**src/sv/sample_timestamp_tracker_core_assert.svh**
```systemverilog
// Assertion macros for the sample timestamp tracker.
// Taken in by the top level; needs nothing else.
`ifndef SAMPLE_TIMESTAMP_TRACKER_CORE_ASSERT_SVH
`define SAMPLE_TIMESTAMP_TRACKER_CORE_ASSERT_SVH

// Same-cycle implication, held off during reset
`define STT_ASSERT_SAME(name, clk, rst, ante, cons, msg) \
   name: assert property (@(posedge clk) disable iff (rst) (ante) |-> (cons)) \
      else $error(msg);

// Next-cycle implication, held off during reset
`define STT_ASSERT_NEXT(name, clk, rst, ante, cons, msg) \
   name: assert property (@(posedge clk) disable iff (rst) (ante) |=> (cons)) \
      else $error(msg);

`endif

```
**src/sv/stt_pkg.sv**
```systemverilog
// Shared constants and types for the sample timestamp tracker.
// Used by the divider and the top level; depends on nothing.
package stt_pkg;

   // Fixed field widths
   localparam int INDEX_BITS   = 64;
   localparam int SECONDS_BITS = 64;
   localparam int COMMAND_BITS = 2;

   // Defaults for the top-level parameters
   localparam int DEFAULT_FRACTION_BITS = 32;
   localparam int DEFAULT_RATE_BITS     = 32;

   // Command codes
   localparam logic [COMMAND_BITS-1:0] CMD_SET_ANCHOR = 2'd0;
   localparam logic [COMMAND_BITS-1:0] CMD_SET_RATE   = 2'd1;
   localparam logic [COMMAND_BITS-1:0] CMD_QUERY      = 2'd2;

   // Divider status towards the sequencer
   typedef struct packed {
      logic busy;
      logic done;
   } div_status_type;

endpackage

```
**src/sv/stt_divider.sv**
```systemverilog
// Restoring divider for the sample timestamp tracker: one quotient bit a cycle.
// Divides {dividend, FRACTION_BITS zeros} by the rate. Depends on stt_pkg.
module stt_divider #(
   parameter int FRACTION_BITS = stt_pkg::DEFAULT_FRACTION_BITS,
   parameter int RATE_BITS     = stt_pkg::DEFAULT_RATE_BITS
) (
   input  logic                                         clock,
   input  logic                                         reset,
   input  logic                                         start,
   input  logic [stt_pkg::INDEX_BITS-1:0]               dividend,
   input  logic [RATE_BITS-1:0]                         divisor,
   output stt_pkg::div_status_type                      status,
   output logic [stt_pkg::INDEX_BITS+FRACTION_BITS-1:0] quotient
);

   localparam int QUO_BITS = stt_pkg::INDEX_BITS + FRACTION_BITS;
   localparam int CNT_BITS = $clog2(QUO_BITS + 1);

   logic [RATE_BITS-1:0] rem_ff, rem_in;
   logic [QUO_BITS-1:0]  quo_ff, quo_in;
   logic [RATE_BITS-1:0] divisor_ff;
   logic [CNT_BITS-1:0]  count_ff, count_in;
   logic                 done_ff, done_in;
   logic [RATE_BITS:0]   trial;
   logic [RATE_BITS:0]   diff;

   // Shared subtract-and-compare step
   assign trial = {rem_ff, quo_ff[QUO_BITS-1]};
   assign diff  = trial - {1'b0, divisor_ff};

   // Load on start, otherwise shift one dividend bit in and one quotient bit out
   always_comb begin
      rem_in   = rem_ff;
      quo_in   = quo_ff;
      count_in = count_ff;
      done_in  = 1'b0;
      if (start) begin
         rem_in   = '0;
         quo_in   = {dividend, {FRACTION_BITS{1'b0}}};
         count_in = CNT_BITS'(QUO_BITS);
      end else if (count_ff != '0) begin
         if (!diff[RATE_BITS]) begin
            rem_in = diff[RATE_BITS-1:0];
            quo_in = {quo_ff[QUO_BITS-2:0], 1'b1};
         end else begin
            rem_in = trial[RATE_BITS-1:0];
            quo_in = {quo_ff[QUO_BITS-2:0], 1'b0};
         end
         count_in = count_ff - CNT_BITS'(1);
         done_in  = (count_ff == CNT_BITS'(1));
      end
   end

   // Control state
   always_ff @(posedge clock) begin
      if (reset) begin
         count_ff <= '0;
         done_ff  <= 1'b0;
      end else begin
         count_ff <= count_in;
         done_ff  <= done_in;
      end
   end

   // Datapath
   always_ff @(posedge clock) begin
      rem_ff <= rem_in;
      quo_ff <= quo_in;
      if (start) begin
         divisor_ff <= divisor;
      end
   end

   assign status.busy = (count_ff != '0);
   assign status.done = done_ff;
   assign quotient    = quo_ff;

endmodule

```
**src/sv/sample_timestamp_tracker_core.sv**
```systemverilog
// Top level of the sample timestamp tracker: anchor and rate state, sequencer,
// output register. Depends on stt_pkg, stt_divider and the assertion header.
//
//   channel   direction  tdata (low bit up)                        tuser
//   req_      in         sample_index, anchor_seconds,             command
//                        anchor_fraction, new_rate
//   rsp_      out        time_seconds, time_fraction               time_valid
//   csr_      in         write enable and initial rate, no handshake
//
// Anchor and rate commands leave the sequencer idle. A query runs through the restoring
// divider, which yields one quotient bit a cycle, then a register for its done flag, a
// fraction-add state and the output register load; the next item is taken after that load,
// which waits while the output register still holds an untaken result.
// A query that finds no anchor, no rate or a zero rate skips the divider and goes straight
// to the output register load.
// req_tready is high only while the sequencer is idle; a finished result waits
// in the output register, and a later query holds there until it is taken.
// reset is synchronous: it clears the state, the stored rate and rsp_tvalid.
`include "sample_timestamp_tracker_core_assert.svh"

module sample_timestamp_tracker_core #(
   parameter int FRACTION_BITS = stt_pkg::DEFAULT_FRACTION_BITS,
   parameter int RATE_BITS     = stt_pkg::DEFAULT_RATE_BITS,
   parameter int REQ_BITS      = ((2 * stt_pkg::INDEX_BITS + FRACTION_BITS + RATE_BITS
                                   + 7) / 8) * 8,
   parameter int RSP_BITS      = ((stt_pkg::SECONDS_BITS + FRACTION_BITS + 7) / 8) * 8
) (
   input  logic                             clock,
   input  logic                             reset,
   // Request items
   input  logic                             req_tvalid,
   output logic                             req_tready,
   // sample_index, anchor_seconds, anchor_fraction, new_rate
   input  logic [REQ_BITS-1:0]              req_tdata,
   // command
   input  logic [stt_pkg::COMMAND_BITS-1:0] req_tuser,
   // Result items
   output logic                             rsp_tvalid,
   input  logic                             rsp_tready,
   // time_seconds, time_fraction
   output logic [RSP_BITS-1:0]              rsp_tdata,
   // time_valid
   output logic                             rsp_tuser,
   // Initial rate register
   input  logic                             csr_wr_en,
   input  logic [RATE_BITS-1:0]             csr_wr_data
);

   localparam int IB       = stt_pkg::INDEX_BITS;
   localparam int SB       = stt_pkg::SECONDS_BITS;
   localparam int SEC_LO   = IB;
   localparam int FRAC_LO  = IB + SB;
   localparam int RATE_LO  = FRAC_LO + FRACTION_BITS;
   localparam int QUO_BITS = IB + FRACTION_BITS;

   typedef enum logic [3:0] {
      S_IDLE = 4'b0001,
      S_DIV  = 4'b0010,
      S_FRAC = 4'b0100,
      S_OUT  = 4'b1000
   } state_type;

   state_type state_ff, state_in;

   // Request fields
   logic [IB-1:0]            req_index;
   logic [SB-1:0]            req_seconds;
   logic [FRACTION_BITS-1:0] req_fraction;
   logic [RATE_BITS-1:0]     req_rate;
   logic                     req_accept;

   assign req_index    = req_tdata[IB-1:0];
   assign req_seconds  = req_tdata[SEC_LO+SB-1:SEC_LO];
   assign req_fraction = req_tdata[RATE_LO-1:FRAC_LO];
   assign req_rate     = req_tdata[RATE_LO+RATE_BITS-1:RATE_LO];
   assign req_tready   = (state_ff == S_IDLE);
   assign req_accept   = req_tvalid && req_tready;

   // Anchor and rate state
   logic [IB-1:0]            anchor_index_ff;
   logic [SB-1:0]            anchor_whole_ff;
   logic [FRACTION_BITS-1:0] anchor_frac_ff;
   logic [RATE_BITS-1:0]     current_rate_ff;
   logic                     anchor_seen_ff;
   logic                     rate_seen_ff;
   logic                     query_ok;
   logic                     query_ok_ff;

   assign query_ok = anchor_seen_ff && rate_seen_ff && (current_rate_ff != '0);

   // Shared divider
   logic                    div_start;
   stt_pkg::div_status_type div_status;
   logic [QUO_BITS-1:0]     div_quotient;

   assign div_start = req_accept && (req_tuser == stt_pkg::CMD_QUERY) && query_ok;

   stt_divider #(
      .FRACTION_BITS (FRACTION_BITS),
      .RATE_BITS     (RATE_BITS)
   ) u_divider (
      .clock    (clock),
      .reset    (reset),
      .start    (div_start),
      .dividend (req_index - anchor_index_ff),
      .divisor  (current_rate_ff),
      .status   (div_status),
      .quotient (div_quotient)
   );

   // Fraction sum with its carry into the seconds
   logic [FRACTION_BITS:0] frac_sum_ff;

   // Output register
   logic                     rsp_tvalid_ff;
   logic [SB-1:0]            rsp_sec_ff;
   logic [FRACTION_BITS-1:0] rsp_frac_ff;
   logic                     rsp_valid_ff;
   logic                     rsp_load;

   assign rsp_load = (state_ff == S_OUT) && (!rsp_tvalid_ff || rsp_tready);

   // Sequencer
   always_comb begin
      state_in = state_ff;
      unique case (state_ff)
         S_IDLE: begin
            if (req_accept && (req_tuser == stt_pkg::CMD_QUERY)) begin
               state_in = query_ok ? S_DIV : S_OUT;
            end
         end
         S_DIV: begin
            if (div_status.done) begin
               state_in = S_FRAC;
            end
         end
         S_FRAC: begin
            state_in = S_OUT;
         end
         S_OUT: begin
            if (rsp_load) begin
               state_in = S_IDLE;
            end
         end
         default: begin
            state_in = S_IDLE;
         end
      endcase
   end

   // Control state: sequencer, seen flags, rate, result handshake
   always_ff @(posedge clock) begin
      if (reset) begin
         state_ff        <= S_IDLE;
         anchor_seen_ff  <= 1'b0;
         rate_seen_ff    <= 1'b0;
         current_rate_ff <= '0;
         rsp_tvalid_ff   <= 1'b0;
      end else begin
         state_ff <= state_in;
         if (csr_wr_en && !rate_seen_ff) begin
            current_rate_ff <= csr_wr_data;
         end
         if (req_accept && (req_tuser == stt_pkg::CMD_SET_ANCHOR)) begin
            anchor_seen_ff <= 1'b1;
         end
         if (req_accept && (req_tuser == stt_pkg::CMD_SET_RATE)) begin
            rate_seen_ff    <= 1'b1;
            current_rate_ff <= req_rate;
         end
         if (rsp_load) begin
            rsp_tvalid_ff <= 1'b1;
         end else if (rsp_tready) begin
            rsp_tvalid_ff <= 1'b0;
         end
      end
   end

   // Payload: anchor, query status, fraction sum, result
   always_ff @(posedge clock) begin
      if (req_accept && (req_tuser == stt_pkg::CMD_SET_ANCHOR)) begin
         anchor_index_ff <= req_index;
         anchor_whole_ff <= req_seconds;
         anchor_frac_ff  <= req_fraction;
      end
      if (req_accept && (req_tuser == stt_pkg::CMD_QUERY)) begin
         query_ok_ff <= query_ok;
      end
      if (state_ff == S_FRAC) begin
         frac_sum_ff <= {1'b0, div_quotient[FRACTION_BITS-1:0]} + {1'b0, anchor_frac_ff};
      end
      if (rsp_load) begin
         rsp_valid_ff <= query_ok_ff;
         if (query_ok_ff) begin
            rsp_sec_ff  <= div_quotient[QUO_BITS-1:FRACTION_BITS] + anchor_whole_ff
                           + SB'(frac_sum_ff[FRACTION_BITS]);
            rsp_frac_ff <= frac_sum_ff[FRACTION_BITS-1:0];
         end else begin
            rsp_sec_ff  <= '0;
            rsp_frac_ff <= '0;
         end
      end
   end

   assign rsp_tvalid = rsp_tvalid_ff;
   assign rsp_tdata  = RSP_BITS'({rsp_frac_ff, rsp_sec_ff});
   assign rsp_tuser  = rsp_valid_ff;

   // Checks
   `STT_ASSERT_SAME(a_idle_div_quiet, clock, reset, req_tready, !div_status.busy, "divider busy while idle")
   `STT_ASSERT_SAME(a_done_in_div, clock, reset, div_status.done, state_ff == S_DIV, "divider done outside divide state")
   `STT_ASSERT_NEXT(a_query_drops_ready, clock, reset, req_accept && (req_tuser == stt_pkg::CMD_QUERY), !req_tready, "ready held after query")
   `STT_ASSERT_SAME(a_invalid_zero, clock, reset, rsp_tvalid_ff && !rsp_valid_ff, (rsp_sec_ff == '0) && (rsp_frac_ff == '0), "invalid result carries data")

endmodule

```
**config.mk**
```make
export PLATFORM = sky130hd
export DESIGN_NAME = sample_timestamp_tracker_core
export DESIGN_NICKNAME = d
export VERILOG_FILES = /design/src/sv/stt_pkg.sv /design/src/sv/stt_divider.sv /design/src/sv/sample_timestamp_tracker_core.sv
export VERILOG_INCLUDE_DIRS = /design/src /design/src/sv
export SDC_FILE = /design/constraint.sdc
export NUM_CORES = 1
export LEC_CHECK = 0
export BUFFER_PORTS_ARGS = -buffer_cell sky130_fd_sc_hd__buf_2
export CAP_MARGIN = 0
export CORE_AREA = 2 2 313 315
export CTS_BUF_LIST = sky130_fd_sc_hd__clkbuf_8 sky130_fd_sc_hd__clkbuf_16
export DETAILED_ROUTE_END_ITERATION = 8
export DIE_AREA = 0 0 315 317
export PLACE_DENSITY = 0.56
export SLEW_MARGIN = 20
export SYNTH_ARGS = -nofsm -noshare
export SYNTH_HDL_FRONTEND = slang
export SYNTH_SLANG_ARGS = --single-unit
```
**constraint.sdc**
```tcl
create_clock -name clock -period 34.6 [get_ports clock]
set_input_delay 3.46 -clock clock [delete_from_list [all_inputs] [get_ports clock]]
set_output_delay 3.46 -clock clock [all_outputs]
set_load 0.01 [all_outputs]
```
; ---- Word level (Yosys, flattened, before mapping)
; Index checks and enable logic that the tools add are counted.
[classes]
addsub = 6
n_mul = 0
div = 0
n_lt_le_gt_ge = 0
eq_ne = 10
n_shift = 0
mux = 15
bitwise_logic = 1
reduce_logical = 21
[op_table]
columns = op, count
row1 = 96-bit 2-to-1 mux, 2
row2 = 32-bit 2-to-1 mux, 3
row3 = 64-bit by 1-bit adder with 64-bit output, 1
row4 = 64-bit adder, 1
row5 = 64-bit subtractor, 1
row6 = 32-bit by 32-bit adder with 33-bit output, 1
row7 = 33-bit by 32-bit subtractor with 33-bit output, 1
row8 = 32-bit nonzero test, 1
row9 = 4-bit 2-to-1 mux, 4
row10 = 4-bit case mux with 4 select lines, 1
row11 = 7-bit 2-to-1 mux, 2
row12 = 1-bit logical AND, 9
row13 = 7-bit by 1-bit equality test with 1-bit output (second input constant), 1
row14 = 7-bit nonzero test, 1
row15 = 7-bit by 1-bit subtractor with 7-bit output (second input constant), 1
row16 = 2-bit nonzero test, 3
row17 = 4-bit by 1-bit equality test with 1-bit output (second input constant), 1
row18 = 4-bit by 2-bit equality test with 1-bit output (second input constant), 1
row19 = 4-bit by 3-bit equality test with 1-bit output (second input constant), 1
row20 = 4-bit equality test (second input constant), 1
row21 = 2-bit by 1-bit inequality test with 1-bit output (second input constant), 2
row22 = 1-bit 2-to-1 mux, 3
row23 = 3-bit AND reduction, 1
row24 = 3-bit OR reduction, 1
row25 = other kinds (8), 9
[totals]
regBits = 498
latchBits = 0
ram_bits = 0
romBits = 0
inputBits = 231
output_inout_bits = 99
wordCells = 73
n_memories = 0

; ---- Depth between registers and ports, before layout
[logic_depth]
word_depth = 5
mapped_depth = 15
ltp_nobuf = 14

; ---- Modules after synthesis
; A second synthesis with hierarchy kept.
[hier_totals]
cells_unflattened = 2923
hier_area_um2 = 28783.9
[by_module_without_submodules]
columns = module, n_inst, cells_each, area_per_inst_um2, seq_area_each_um2
row1 = sample_timestamp_tracker_core, 1, 1961, 20235.7, 9519.1
row2 = stt_divider, 1, 962, 8548.2, 4324.1

; ---- Worst setup path before layout
; Ideal clock, no wire load.
[synth_path]
path_type = input-to-reg
start = input req_tuser[0] (netlist name)
end = register anchor_frac_ff[0] (enable)
setup_time_ps = 880
t_arrival_ps = 14529
t_required_ps = 33720
setup_slack_ps = 19191
cell_stages = 1
path_buffers = 0
cell_sequence = nor3_1
[synth_between]
elab_chain_cells = 2
[synth_rtl]
columns = item, line
row1 = from (decl), sample_timestamp_tracker_core.sv:36  ; input logic [stt_pkg::COMMAND_BITS-1:0] req_tuser,
row2 = 2-bit zero test, sample_timestamp_tracker_core.sv:181  ; if (req_accept && (req_tuser == stt_pkg::CMD_SET_ANCHOR)) begin
row3 = 1-bit logical AND, sample_timestamp_tracker_core.sv:181
row4 = to (signal assigned), sample_timestamp_tracker_core.sv:184  ; anchor_frac_ff <= req_fraction;
row5 = to (decl), sample_timestamp_tracker_core.sv:82  ; logic [FRACTION_BITS-1:0] anchor_frac_ff;
; No other way between the ends.
; A chain may end at the register's enable or synchronous reset.

; ---- Final worst setup path
[layout_path]
start = input req_tvalid
end = register u_divider.quo_ff[75], in the netlist u_divider.quotient[75] (enable)
[layout_between]
elab_chain_cells = 4
[layout_rtl]
columns = item, line
row1 = from (decl), sample_timestamp_tracker_core.sv:31  ; input logic req_tvalid,
row2 = 1-bit logical AND, sample_timestamp_tracker_core.sv:77  ; assign req_accept = req_tvalid && req_tready;
row3 = 1-bit logical AND (2 in series), sample_timestamp_tracker_core.sv:96  ; assign div_start = req_accept && (req_tuser == stt_pkg::CMD_QUERY) && query_ok;
row4 = 2-bit nonzero test (no line), n/a
row5 = to (signal assigned), stt_divider.sv:68  ; quo_ff <= quo_in;
row6 = to (decl), stt_divider.sv:20  ; logic [QUO_BITS-1:0] quo_ff, quo_in;
; No other way between the ends.

==> metrics <==
# setup viols final=0; top post-synthesis cells by area=edfxtp_1 40%, ha_1 8.4%, dfxtp_1 7.7%; Hold WC Path Type=flop to flop; Die W=315 um; DR WL/cell=18.7 um; worst reg-to-reg path cell count=9; register area share after synthesis=48.2%; Critical Path Start=req_tvalid; DRT Wirelength=approximately 83 mm; share of cells above drive strength 1=15.4%; fillers=9798; fin nets=3548; htree depth=2; PortBufs=about 330; share of the synthesized area in the top cell type=40.5%; initial antenna violation count=26; Slew Limit Headroom=41.1%; CTS tree=done; Clock Sinks=498; Peak VDD IR=0.0481 mV; vias in the first global route=21.4k; hold path depth=0; die area=around 100000 um2; Cell Area, Synth=28700 um2; FF-to-FF Start=current_rate_ff[24]; fin. max-slew vios=0; total grt overflow=0; critical path class=primary input to flop; CTS root buf=clkbuf_16; Core ar.=96300 um2; post-cts gate resize count=0; first-pass GRT wire length=126 mm; Via density=5.01; TritonCTS Buffers=61; DR vias=22.3k; Final Skew=0.0335 ns; worst path required time=34.87 ns; critical path arrival=7.15 ns; fmax=146 MHz; die height=317 um; Tightest Pin Transition=~0.88 ns; DRT iter0 DRCs=1522; dominant cell type by area after synthesis=edfxtp_1; #FFs+latches synth=498; critical path capture point type=flop; YS warnings=0; hold wc startpoint=current_rate_ff[7]; Post-synth EDFFs=~390; Clk Latency, worst-skew pair=0.67 ns; GRT Total Usage=16.3%; Fin. Hold Viols=0; count of standard-cell rows=114; Max Cap Viol=0; Tmin final=6.87 ns; most common cell after layout, fill and taps aside=edfxtp_1; Setup Total Neg Slack=0 ns; DP HPWL=just over 60 mm; pwr/cell area=81.2 nW/um2; DRC=0; clock-pin slew on the worst setup and hold paths=0.06 ns; Synth Flop Type=edfxtp_1; IO Count=between 300 and 400; Post-CTS Hold Buffers=0; startpoint types=primary input; cell count after synthesis=2851; Post-CTS Setup Inserts=0; Yosys cell types=86; DRT Pass-1 Iters=6; largest net degree at the start of global routing=105; Tcrit/Tclk final=19.9%; syn_nets=3279; status=complete, no violations; crit path max fanout=between 70 and 80; Register Area=13800 um2; worst-case clock buffer depth=3; multi-input logic area=13800 um2; Design Area, Final=33800 um2; Starting Density=between 20% and 30%; P_leak=0.0141 uW; P&R area growth vs syn=17.7%; R2R setup slack=29.52 ns; most frequent cells in the layout=387 x edfxtp_1, 329 x buf_2, 241 x a21oi_1; antenna viol nets, final=0; Avg Cell Area, Syn=10.1 um2; post-placement cell area=31600 um2; ys async rst share=0%; GP Congestion=0.876; RSZ-0062 raised after global routing=false
-- where the power goes --
part           leakage (uW)  switching, uW  total, uW  internal, uW
clock               0.00109            269        688           419
sequential          0.00457           84.0        901           817
combinational       0.00842            704       1150           451
total                0.0141           1060       2740          1690
-- metrics by stage --
stage	cells	total power [uW]	hold WS [ns]	setup WS [ns]	util, %
final	4456	2740	0.467	27.73	35.1
after global routing	4449	2940	0.482	27.39	35.1
after CTS	4447	2780	0.469	27.66	35.1
after detailed placement	4333	2070	0.450	26.94	32.8
after global placement	4332	2060	0.451	26.97	32.8
after floorplan	2851	1760	0.430	19.19	-
-- worst max-delay path, stage by stage --
cell and delay, ns:
buf_2 0.08, nand2_1 0.08, nor3b_1 0.68, nand2_4 0.58, clkinv_2 0.72, nor2_1 0.37
inv_2 0.40, buf_4 0.63
-- worst paths after layout --
check,endpoint
min,u_divider.divisor_ff[7]
max,u_divider.quotient[75]
min reg2reg,u_divider.divisor_ff[7]
max reg2reg,u_divider.quotient[75]
-- metal layers --
layer,GRT usage [%],part of all wire [%],up-vias
met2,26.6,46,603
met5,0,0.18,-
li1,-,-,11100
met4,5.18,2.6,24
met3,3.34,6.6,133
met1,21.5,44,10400
-- sequential cells by signal (all words and copies together), names as in the netlist, 33 cells and up --
name                count
frac_sum_ff            33
u_divider.quotient     96
rsp_sec_ff             64
anchor_whole_ff        64
anchor_index_ff        64
-- cells in the mapped netlist, types with 64 or more instances --
cell and count:
dfxtp_1 111, nand3_1 150, a21oi_1 241, xnor2_1 100
a21o_1 136, edfxtp_1 387, nand2_1 207, nor2_1 198
ha_1 192, inv_1 148, o21ai_0 151, xor2_1 64
clkbuf_1 125
-- cell families after synthesis --
logic type	share of synthesized area, %
AND/OR/NAND/NOR	14.1
AO/OA/AOI/OAI	18.5
flip-flops	48.2
buffers and inverters	3.89
adder cells (fa/ha/maj)	8.72
XOR/XNOR	5.12
multiplexers	1.50
-- cell type report --
type	count	area share [%]
antenna	9	0.0666
timing repair buffer	346	5.32
tap	1276	4.72
inverter	150	1.67
clock inverter	44	1.47
multi-input combinational	2063	40.8
sequential	498	41.0
clock buffer	70	4.95
Power figures use the tool's default switching activity.
